### src/counter_delta_rate_meter_unit_assert.svh
// ----------------------------------------------------------------------------
// Assertion macros for the counter delta rate meter
// Shared helpers for writing concurrent checks with a common clock and reset.
// ----------------------------------------------------------------------------
`ifndef COUNTER_DELTA_RATE_METER_UNIT_ASSERT_SVH
`define COUNTER_DELTA_RATE_METER_UNIT_ASSERT_SVH

// The consequent must hold in the same cycle as the antecedent.
`define CDRM_ASSERT_SAME(lbl, ante, cons, msg) \
  lbl: assert property (@(posedge clk) disable iff (rst) (ante) |-> (cons)) else $error(msg);

// The consequent must hold in the cycle after the antecedent.
`define CDRM_ASSERT_NEXT(lbl, ante, cons, msg) \
  lbl: assert property (@(posedge clk) disable iff (rst) (ante) |=> (cons)) else $error(msg);

`endif

### src/cdrm_pkg.sv
// ----------------------------------------------------------------------------
// cdrm_pkg
// Widths, constants and shared types of the counter delta rate meter.
// ----------------------------------------------------------------------------
`timescale 1ns / 1ps
`default_nettype none

package cdrm_pkg;

  localparam int SEC_W    = 32;
  localparam int USEC_W   = 20;
  localparam int COUNT_W  = 64;
  localparam int RATE_W   = 48;
  localparam int WARM_W   = 8;
  localparam int HALF_W   = COUNT_W / 2;
  localparam int PROD_W   = HALF_W + USEC_W;      // one half of a delta times 10^6
  localparam int TIME_W   = SEC_W + USEC_W;       // timestamp in microseconds
  localparam int NUM_W    = PROD_W + HALF_W;      // full delta times 10^6
  localparam int DIV_CNT_W = $clog2(RATE_W);

  localparam logic [USEC_W-1:0] US_PER_S     = USEC_W'(1000000);
  localparam logic [WARM_W-1:0] WARMUP_RESET = WARM_W'(8);
  localparam logic [WARM_W-1:0] WARMUP_MAX   = '1;

  typedef enum logic [1:0] {
    STATUS_BASELINE = 2'd0,
    STATUS_INVALID  = 2'd1,
    STATUS_WARMUP   = 2'd2,
    STATUS_PEAK     = 2'd3
  } status_t;

  typedef enum logic [2:0] {
    ST_IDLE,
    ST_TIME,
    ST_CHECK,
    ST_WAIT,
    ST_RESULT
  } top_state_t;

  typedef enum logic [2:0] {
    LANE_IDLE,
    LANE_MUL_LO,
    LANE_MUL_HI,
    LANE_SUM,
    LANE_SAT,
    LANE_DIV
  } lane_state_t;

  typedef struct packed {
    logic commit;
    logic track;
  } merge_ctl_t;

endpackage

`default_nettype wire

### src/cdrm_merge.sv
// ----------------------------------------------------------------------------
// cdrm_merge
// Combines the two lane rates into the receive and transmit peak holds.
// ----------------------------------------------------------------------------
`timescale 1ns / 1ps
`default_nettype none

module cdrm_merge import cdrm_pkg::*; (
  input  logic              clk,
  input  logic              rst,
  input  merge_ctl_t        ctl,
  input  logic [RATE_W-1:0] rx_rate_in,
  input  logic [RATE_W-1:0] tx_rate_in,
  output logic [RATE_W-1:0] rx_peak_new,
  output logic [RATE_W-1:0] tx_peak_new
);

  logic [RATE_W-1:0] rx_hold;
  logic [RATE_W-1:0] tx_hold;

  // Peak values as they stand after the result now being committed.
  assign rx_peak_new = (ctl.track && rx_rate_in > rx_hold) ? rx_rate_in : rx_hold;
  assign tx_peak_new = (ctl.track && tx_rate_in > tx_hold) ? tx_rate_in : tx_hold;

  always_ff @(posedge clk) begin
    if (rst) begin
      rx_hold <= '0;
      tx_hold <= '0;
    end else if (ctl.commit) begin
      rx_hold <= rx_peak_new;
      tx_hold <= tx_peak_new;
    end
  end

endmodule

`default_nettype wire

### config.mk
export PLATFORM = sky130hd
export DESIGN_NAME = cdrm_merge
export DESIGN_NICKNAME = d
export VERILOG_FILES = /design/src/counter_delta_rate_meter_unit_assert.svh /design/src/cdrm_pkg.sv /design/src/cdrm_merge.sv
export SDC_FILE = /design/constraint.sdc
export NUM_CORES = 1
export LEC_CHECK = 0
export ABC_AREA = 1
export BUFFER_PORTS_ARGS = -buffer_cell sky130_fd_sc_hd__clkbuf_2
export CORE_MARGIN = 1.5
export CORE_UTILIZATION = 54
export CTS_BUF_LIST = sky130_fd_sc_hd__clkbuf_2
export CTS_CLUSTER_DIAMETER = 120
export DETAILED_ROUTE_END_ITERATION = 8
export PLACE_DENSITY_LB_ADDON = 0.12
export SYNTH_ARGS = -nofsm -noshare
export SYNTH_HDL_FRONTEND = slang
export SYNTH_SLANG_ARGS = --single-unit
### constraint.sdc
create_clock -name clk -period 6.3 [get_ports clk]
set_clock_uncertainty 0.2 [all_clocks]
set_input_delay 0.63 -clock clk [delete_from_list [all_inputs] [get_ports clk]]
set_output_delay 0.63 -clock clk [all_outputs]
set_load 0.005 [all_outputs]
==> results.py <==
metrics = {
    "status": {
        "status": "finished clean",
    },
    "detailed_routing": {
        "wl_um": 20010,
        "drt_first_pass_iters": 5,
        "met1_length_um": 8932,
        "viasPerCell": 5.091,
        "wl_met3_um": 1265,
        "topRoutingLayerUsed": "met4",
        "ant_nets": 0,
        "first_iter_violations": 588,
        "wl_per_cell_um": 12.43,
        "met2_length_um": 9451,
        "drcViolationCount": 0,
        "vias": 8196,
    },
    "clock_tree": {
        "cts.repair.resized": 0,
        "cts_buffers": 9,
        "cts-root-buf": "clkbuf_2",
        "cts_max_path_buffers": 2,
        "cts_tree": "built",
        "insertion_delay_ns": 0.63,
        "path_clk_slew_ns": 0.28,
        "postCtsHoldBufs": 0,
        "htreeDepth": 3,
        "cts_num_sinks": 96,
        "cts_setup_buffers": 0,
    },
    "floorplanning": {
        "die_x_um": 123.5,
        "dieArea_um2": 15250,
        "num_rows": 43,
        "ioPinCount": 196,
        "start_util_pct": 55.84,
        "core_um2": 14040,
        "die_h_um": 123.5,
    },
    "worst_setup_path": {
        "cp_max_fo": 49,
        "worstPathArrival_ns": 3.92,
        "cp-start-kind": "flop",
        "worstPathRequired_ns": 5.47,
        "worst_setup_path_end_kind": "primary output",
        "rrSetupSlack_ns": 2.69,
        "worstSetupPathType": "flop to primary output",
        "worstRegToRegCells": 16,
    },
    "min_path": {
        "hold_depth": 5,
        "hold_class": "input port to flop",
    },
    "sta": {
        "drv_slew": 0,
        "period_minus_slack_ns": 4.752,
        "worst_slack_ns": 1.548,
        "setup_viol": 0,
        "period_share_pct": 75.44,
        "maxSlewHeadroom_pct": 26.81,
        "hold_viol_final": 0,
        "fmax_mhz": 210.4,
        "worst_pin_slew_ns": 1.094,
        "grt_setup_unrepaired": "false",
        "setup_tns_ns": 0,
    },
    "place": {
        "placed_cell_area_um2": 8755,
        "place_worst_setup_slack_ns": 1.825,
        "portBuffers": 195,
        "gp_congestion": 0.8218,
        "hpwl_um": 14010,
    },
    "cells_and_area": {
        "multiInputGateArea_um2": 4748,
        "diodes": 0,
        "fill_cells": 1445,
        "drive_gt1_share_pct": 17.41,
        "design_area_um2": 8841,
        "regArea_um2": 1922,
        "nets": 1621,
        "area_growth_pct": 12.75,
    },
    "synth": {
        "synth_seq_cells": 96,
        "ys_warn_count": 0,
        "synthesis.nets": 1472,
        "syn_inst": 1276,
        "avgSynthCellArea_um2": 6.145,
        "netlist_area_um2": 7841,
        "synth-seq-area-share_pct": 24.51,
        "synthDistinctLibCells": 22,
    },
    "job": {
        "max_cap_viol_count": 0,
    },
    "grt": {
        "antenna_found_initial": 0,
        "overflow": 0,
        "grtUsageTotal_pct": 26.42,
        "grt_pass1_vias": 7338,
        "grt_max_degree": 97,
        "grt_pass1_wl_um": 32350,
    },
    "power_and_ir_drop": {
        "powerDensity_nw_per_um2": 178.8,
        "vdd_ir_drop_max_v": 0.00007682,
        "p_leak_nw": 5.400,
    },
}
kinds of logic after synthesis:
family                   count (synthesis)  synth area share [%]
AO/OA/AOI/OAI                          148                 9.702
buffers and inverters                  286                 14.94
AND/OR/NAND/NOR                        650                 35.54
adder cells (fa/ha/maj)                 96                 15.32
flip-flops                              96                 24.51
Yosys cell counts:
cell type / n / area [um2]
a21oi_1: 134 / 670.6
inv_2: 4 / 15.01
nand3_2: 2 / 20.02
o21a_1: 4 / 30.03
buf_6: 8 / 90.09
nand2_1: 387 / 1453
clkbuf_1: 26 / 97.59
nand3b_1: 1 / 7.510
nor2_2: 6 / 37.54
nand3_1: 200 / 1001
inv_1: 220 / 825.8
ha_1: 96 / 1201
buf_4: 6 / 45.04
o21ai_0: 6 / 30.03
nand4_1: 2 / 12.51
nor3_1: 4 / 20.02
nor2_1: 26 / 97.59
dfxtp_1: 96 / 1922
nand2_2: 22 / 137.6
buf_2: 12 / 60.06
buf_1: 10 / 37.54
a21o_1: 4 / 30.03
critical path, cell delays in order, from the launching register on:
cell and delay, ns:
dfxtp_1 0.43, inv_1 0.07, ha_1 0.29, nand2_1 0.09, nor2_2 0.05, nand2_1 0.10, nor2_2 0.06, inv_2 0.05
nor2_2 0.03, nand2_1 0.05, nand2_1 0.06, inv_2 0.63, nand2_2 0.85, nand2_1 0.29, nand2_1 0.12, clkbuf_2 0.13
cell usage in the layout (no fill, tap or decap):
cell	Yosys	routed
nor3_1	4	4
nand3b_1	1	1
a21o_1	4	4
o21ai_0	6	6
ha_1	96	96
clkinv_2	0	1
nand3_2	2	2
nor2_1	26	26
clkinv_1	0	2
buf_4	6	7
nor2_2	6	6
a21oi_1	134	134
nand4_1	2	2
nand3_1	200	200
clkinvlp_4	0	2
dfxtp_1	96	96
clkbuf_2	0	203
nand2_1	387	387
inv_2	4	5
o21a_1	4	4
nand2_2	22	22
clkinv_4	0	1
inv_1	220	219
stage by stage:
step	utilization, %	power (mW)	instances	hold WS, ns
6_report	62.96	1.581	1610	0.1517
5_1_grt	62.96	1.717	1610	0.1329
4_1_cts	62.96	1.592	1610	0.1090
3_5_place_dp	62.35	1.317	1594	0.3440
3_3_place_gp	62.35	1.307	1594	0.3378
2_1_floorplan	-	1.120	1276	0.3250
sequential cells by signal, summed over array words and instances, names as in the netlist:
name     count
tx_hold     48
rx_hold     48
where the power goes:
part	switching, mW	internal (mW)
Clock	0.224	0.0506
Sequential	0.0248	0.656
Combinational	0.382	0.243
per-layer routing:
layer / vias to the layer above / GRT usage, %
met1: 3589 / 32.79
met3: 25 / 3.967
li1: 4327 / -
met5: - / 0
met4: 0 / 8.118
met2: 255 / 47.01
final cells by class:
type | instances | share of cell area [%]
Multi-Input combinational cell | 894 | 53.71
Sequential cell | 96 | 21.74
Timing Repair Buffer | 200 | 11.52
Inverter | 224 | 9.510
Tap cell | 180 | 2.547
Clock buffer | 10 | 0.5661
Clock inverter | 6 | 0.4104
worst paths after layout:
check | start | endpoint
min | tx_rate_in[38] | tx_hold[38]$_SDFFE_PP0P_
min reg2reg | rx_hold[20]$_SDFFE_PP0P_ | rx_hold[20]$_SDFFE_PP0P_
max reg2reg | tx_hold[45]$_SDFFE_PP0P_ | tx_hold[28]$_SDFFE_PP0P_
max | tx_hold[45]$_SDFFE_PP0P_ | tx_peak_new[44]
No activity file was read; power rests on OpenSTA's default activity.
