==> src/counter_delta_rate_meter_unit_assert.svh <==
// ----------------------------------------------------------------------------
// Assertion macros for the counter delta rate meter
// Shared helpers for writing concurrent checks with a common clock and reset.
// ----------------------------------------------------------------------------
`ifndef COUNTER_DELTA_RATE_METER_UNIT_ASSERT_SVH
`define COUNTER_DELTA_RATE_METER_UNIT_ASSERT_SVH

// The consequent must hold in the same cycle as the antecedent.
`define CDRM_ASSERT_SAME(lbl, ante, cons, msg) \
  lbl: assert property (@(posedge clk) disable iff (rst) (ante) |-> (cons)) else $error(msg);

// The consequent must hold in the cycle after the antecedent.
`define CDRM_ASSERT_NEXT(lbl, ante, cons, msg) \
  lbl: assert property (@(posedge clk) disable iff (rst) (ante) |=> (cons)) else $error(msg);

`endif

==> src/cdrm_pkg.sv <==
// ----------------------------------------------------------------------------
// cdrm_pkg
// Widths, constants and shared types of the counter delta rate meter.
// ----------------------------------------------------------------------------
`timescale 1ns / 1ps
`default_nettype none

package cdrm_pkg;

  localparam int SEC_W    = 32;
  localparam int USEC_W   = 20;
  localparam int COUNT_W  = 64;
  localparam int RATE_W   = 48;
  localparam int WARM_W   = 8;
  localparam int HALF_W   = COUNT_W / 2;
  localparam int PROD_W   = HALF_W + USEC_W;      // one half of a delta times 10^6
  localparam int TIME_W   = SEC_W + USEC_W;       // timestamp in microseconds
  localparam int NUM_W    = PROD_W + HALF_W;      // full delta times 10^6
  localparam int DIV_CNT_W = $clog2(RATE_W);

  localparam logic [USEC_W-1:0] US_PER_S     = USEC_W'(1000000);
  localparam logic [WARM_W-1:0] WARMUP_RESET = WARM_W'(8);
  localparam logic [WARM_W-1:0] WARMUP_MAX   = '1;

  typedef enum logic [1:0] {
    STATUS_BASELINE = 2'd0,
    STATUS_INVALID  = 2'd1,
    STATUS_WARMUP   = 2'd2,
    STATUS_PEAK     = 2'd3
  } status_t;

  typedef enum logic [2:0] {
    ST_IDLE,
    ST_TIME,
    ST_CHECK,
    ST_WAIT,
    ST_RESULT
  } top_state_t;

  typedef enum logic [2:0] {
    LANE_IDLE,
    LANE_MUL_LO,
    LANE_MUL_HI,
    LANE_SUM,
    LANE_SAT,
    LANE_DIV
  } lane_state_t;

  typedef struct packed {
    logic commit;
    logic track;
  } merge_ctl_t;

endpackage

`default_nettype wire

==> src/cdrm_lane.sv <==
// ----------------------------------------------------------------------------
// cdrm_lane
// One direction: scales a byte delta by 10^6 and divides it by the time span.
// ----------------------------------------------------------------------------
`timescale 1ns / 1ps
`default_nettype none

module cdrm_lane import cdrm_pkg::*; (
  input  logic               clk,
  input  logic               rst,
  input  logic               start,
  input  logic [COUNT_W-1:0] delta_in,
  input  logic [TIME_W-1:0]  span_in,
  output logic               busy,
  output logic [RATE_W-1:0]  rate
);

  lane_state_t state, state_next;

  logic [COUNT_W-1:0]   delta;
  logic [TIME_W-1:0]    span;
  logic [PROD_W-1:0]    p_lo;
  logic [PROD_W-1:0]    p_hi;
  logic [NUM_W-1:0]     num;
  logic [TIME_W-1:0]    rem;
  logic [RATE_W-1:0]    quo;
  logic                 sat;
  logic [DIV_CNT_W-1:0] div_cnt;

  logic [PROD_W-1:0] mul_lo, mul_hi;
  logic [TIME_W-1:0] num_top;
  logic              sat_now;
  logic [TIME_W:0]   trial, diff;
  logic              ge;

  assign mul_lo  = delta[HALF_W-1:0] * US_PER_S;
  assign mul_hi  = delta[COUNT_W-1:HALF_W] * US_PER_S;
  assign num_top = TIME_W'(num[NUM_W-1:RATE_W]);
  // The quotient cannot fit in the rate field once the top of the numerator
  // reaches the divisor.
  assign sat_now = num_top >= span;

  assign trial = {rem, quo[RATE_W-1]};
  assign diff  = trial - {1'b0, span};
  assign ge    = trial >= {1'b0, span};

  always_ff @(posedge clk) begin
    if (rst) begin
      state <= LANE_IDLE;
    end else begin
      state <= state_next;
    end
  end

  always_comb begin
    state_next = state;
    busy       = 1'b1;
    case (state)
      LANE_IDLE: begin
        busy = 1'b0;
        if (start) begin
          state_next = LANE_MUL_LO;
        end
      end
      LANE_MUL_LO: state_next = LANE_MUL_HI;
      LANE_MUL_HI: state_next = LANE_SUM;
      LANE_SUM:    state_next = LANE_SAT;
      LANE_SAT: begin
        state_next = sat_now ? LANE_IDLE : LANE_DIV;
      end
      LANE_DIV: begin
        if (div_cnt == DIV_CNT_W'(RATE_W - 1)) begin
          state_next = LANE_IDLE;
        end
      end
      default: state_next = LANE_IDLE;
    endcase
  end

  always_ff @(posedge clk) begin
    case (state)
      LANE_IDLE: begin
        if (start) begin
          delta <= delta_in;
          span  <= span_in;
        end
      end
      LANE_MUL_LO: p_lo <= mul_lo;
      LANE_MUL_HI: p_hi <= mul_hi;
      LANE_SUM:    num  <= NUM_W'(p_lo) + {p_hi, {HALF_W{1'b0}}};
      LANE_SAT: begin
        sat     <= sat_now;
        rem     <= num_top;
        quo     <= num[RATE_W-1:0];
        div_cnt <= '0;
      end
      LANE_DIV: begin
        rem     <= ge ? diff[TIME_W-1:0] : trial[TIME_W-1:0];
        quo     <= {quo[RATE_W-2:0], ge};
        div_cnt <= div_cnt + 1'b1;
      end
      default: ;
    endcase
  end

  assign rate = sat ? '1 : quo;

endmodule

`default_nettype wire

==> config.mk <==
export PLATFORM = sky130hd
export DESIGN_NAME = cdrm_lane
export DESIGN_NICKNAME = d
export VERILOG_FILES = /design/src/counter_delta_rate_meter_unit_assert.svh /design/src/cdrm_pkg.sv /design/src/cdrm_lane.sv
export SDC_FILE = /design/constraint.sdc
export NUM_CORES = 2
export LEC_CHECK = 0
export BUFFER_PORTS_ARGS = -buffer_cell sky130_fd_sc_hd__buf_2
export CAP_MARGIN = 20
export CORE_MARGIN = 2
export CORE_UTILIZATION = 50
export CTS_BUF_LIST = sky130_fd_sc_hd__clkbuf_16
export DETAILED_ROUTE_END_ITERATION = 10
export PLACE_DENSITY = 0.7
export SETUP_SLACK_MARGIN = 0.1
export SKIP_CTS_REPAIR_TIMING = 1
export SYNTH_ARGS = -nofsm -noshare
export SYNTH_HDL_FRONTEND = slang
export SYNTH_SLANG_ARGS = --single-unit
==> constraint.sdc <==
create_clock -name clk -period 7.45 [get_ports clk]
set_clock_uncertainty 0.05 [all_clocks]
set_input_delay 0.3725 -clock clk [delete_from_list [all_inputs] [get_ports clk]]
set_output_delay 0.3725 -clock clk [all_outputs]
set_load 0.02 [all_outputs]
==> results_dict.tcl <==
set metrics [dict create \
    io_buffers 167 \
    finalSetupViolations 0 \
    synth_top_family_by_area "adder cells" \
    num_vias 21959 \
    hpwl_mm 55.57 \
    fin_setup_tns_ns 0 \
    wl_per_cell_um 16.69 \
    status "completed" \
    critPathLaunch "delta[2]" \
    hold_viol 0 \
    first_pass_iters 5 \
    antenna_found_initial 1 \
    synth-xor-area-share 0.04564 \
    ys_seq_area_frac 0.3594 \
    nFillCells 5582 \
    io_pins 168 \
    crit_type "reg2reg" \
    synth_top_cells_by_count "inv_1 (454), ha_1 (409), edfxtp_1 (393), nand2_1 (287), fa_1 (272)" \
    grt_max_degree 79 \
    worst_pin_slew_ns 1.050 \
    grt_overflow_total 0 \
    wl_met2_mm 31.89 \
    drc 0 \
    grt_use_total 0.2075 \
    fin_area_mm2 0.03755 \
    synth_top_area_frac 0.3575 \
    finalCritPeriodShare 0.8856 \
    cts_tree "built" \
    cts-root-buf "clkbuf_16" \
    via_per_inst 5.223 \
    place_congestion 0.9734 \
    clock_path_buffers 3 \
    hold_ws_ns 0.03248 \
    multi_input_area_mm2 0.01921 \
    final_util 0.5731 \
    wl_met3_mm 3.069 \
    clk_latency_ns 0.60 \
    maxSlewViolCount 0 \
    syn_avg_cell_area_um2 10.93 \
    synth-simple-area-share 0.1008 \
    crit_end "p_lo[48]" \
    drive_gt1_frac 0.1003 \
    die_w_um 260.9 \
    r2r_end "p_lo[48]" \
    fmax_ghz 0.1516 \
    cts_buffers 47 \
    routed.top_layer "met4" \
    ys_warn_count 0 \
    synth-edff-count 393 \
    post-synth-top-count-cell "inv_1" \
    min_period_ns 6.598 \
    synth.distinct_cells 85 \
    worstPathRequired_ns 7.74 \
    synth_seq_cells 396 \
    cp-start-kind "register" \
    finalWirelength_mm 70.18 \
    synthArstFlopShare 0 \
    grt_pass1_wl_mm 112.2 \
    relSlewSlack 0.2954 \
    synth.area.mux_share 0.007885 \
    grt_pass1_vias 21554 \
    synth.area.top_cells "edfxtp_1 (36%), fa_1 (16%), ha_1 (16%), inv_1 (5.2%), nand2_1 (3.3%)" \
    dieArea_mm2 0.06808 \
    crit_fanout 6 \
    initialDrtViolationCount 1178 \
    start_util 0.5038 \
    hp-class "in2reg" \
    core-area_mm2 0.06551 \
    yosys_most_used_dff "edfxtp_1" \
    die_y_um 260.9 \
    netlist_area_mm2 0.03301 \
    hold_start "start" \
    synth_compound_area_frac 0.1067 \
    reg2regPathDepth 22 \
    synth-adder-area-share 0.3200 \
    final_antenna_net_count 0 \
    worstPathArrival_ns 6.89 \
    syn_inst 3020 \
    rrSetupSlack_ns 0.85 \
    synth_fp_nets 3820 \
    yosys.area.top_type "edfxtp_1" \
    h-tree-depth 2 \
    wl_met1_mm 33.14 \
    placed_cell_area_mm2 0.03477 \
    cts.sinks 396 \
    endpoint_kind "register" \
    seqCellArea_mm2 0.01186 \
    path_clk_slew_ns 0.06 \
    rr_startpoint "delta[2]" \
    nets 4101 \
    areaGrowthSynthToFinish_pct 13.75 \
    rows 94 \
    cap_violations 0 \
    rsz0062_at_grt "false" \
]
==> cell families (layout without fill, tap and decap cells) <==
logic type / after synthesis / count (layout)
other cells: 0 / 1
xor+xnor: 172 / 172
compound gates: 538 / 538
fa+ha+maj: 681 / 681
simple gates: 690 / 690
mux: 26 / 26
buf+inv: 517 / 836
flops: 396 / 396
==> layout by cell type, fill, tap and decap left out, drive strengths merged, types with 30 or more instances in the layout <==
master / n
o21ai: 122
a21o: 84
dlygate4sd3: 117
nand3: 48
or2: 56
ha: 409
clkbuf: 47
nand2: 287
nor2: 103
a21oi: 153
buf: 178
xnor2: 106
edfxtp: 393
nor3: 36
xor2: 66
fa: 272
inv: 465
and3: 30
nand4: 33
==> layer usage <==
metal | global-route usage | vias to the layer above
met5 | 0 | -
met4 | 0.06810 | 0
met3 | 0.03049 | 88
met2 | 0.3274 | 389
met1 | 0.2957 | 10477
li1 | - | 11005
==> cell type report <==
cell class,instances,share of cell area
timing repair buffer,295,0.05599
sequential,396,0.3159
clock buffer,47,0.03133
clock inverter,40,0.01070
multi-input combinational,2107,0.5118
inverter,454,0.04545
antenna,1,0.00006665
tap,864,0.02879
==> registers in the layout, summed over array words and instances, names as in the netlist <==
| signal | count |
|---|---|
| state | 3 |
| p_hi | 46 |
| delta | 64 |
| span | 52 |
| div_cnt | 6 |
| num | 78 |
| rem | 52 |
| quo | 48 |
| sat | 1 |
| p_lo | 46 |
==> how the worst min path moves through the flow <==
stage,end,depth (start not counted),slack (ns)
2_1_floorplan,num[10],0,0.35
3_3_place_gp,num[27],0,0.35
3_5_place_dp,num[13],0,0.35
4_1_cts,delta[31],1,-0.16
5_1_grt,state[0],3,0.06
6_report,state[0],3,0.03
==> worst max-delay path, stage by stage, from the launching register on <==
cell	delay (ns)
edfxtp_1	0.47
inv_1	0.13
fa_1	0.55
inv_1	0.07
fa_1	0.51
fa_1	0.62
fa_1	0.44
ha_1	0.29
inv_1	0.05
fa_1	0.51
inv_1	0.05
ha_1	0.33
or2_2	0.31
and3_1	0.21
a2111oi_0	0.39
buf_4	0.20
a211oi_1	0.10
a211oi_1	0.39
o311ai_1	0.22
nand2_1	0.11
nand2_1	0.05
a21oi_1	0.20
xnor2_1	0.09
==> through the flow <==
step,worst slack (ns),instances
final,0.8523,4204
after global routing,0.5028,4203
after CTS,0.8642,4085
after detailed placement,0.8992,3998
after global placement,0.9818,3998
after floorplan,0.9718,3020
Power is not shown: default switching activity piles up to over one toggle a cycle in this logic, so the estimate is an artifact.
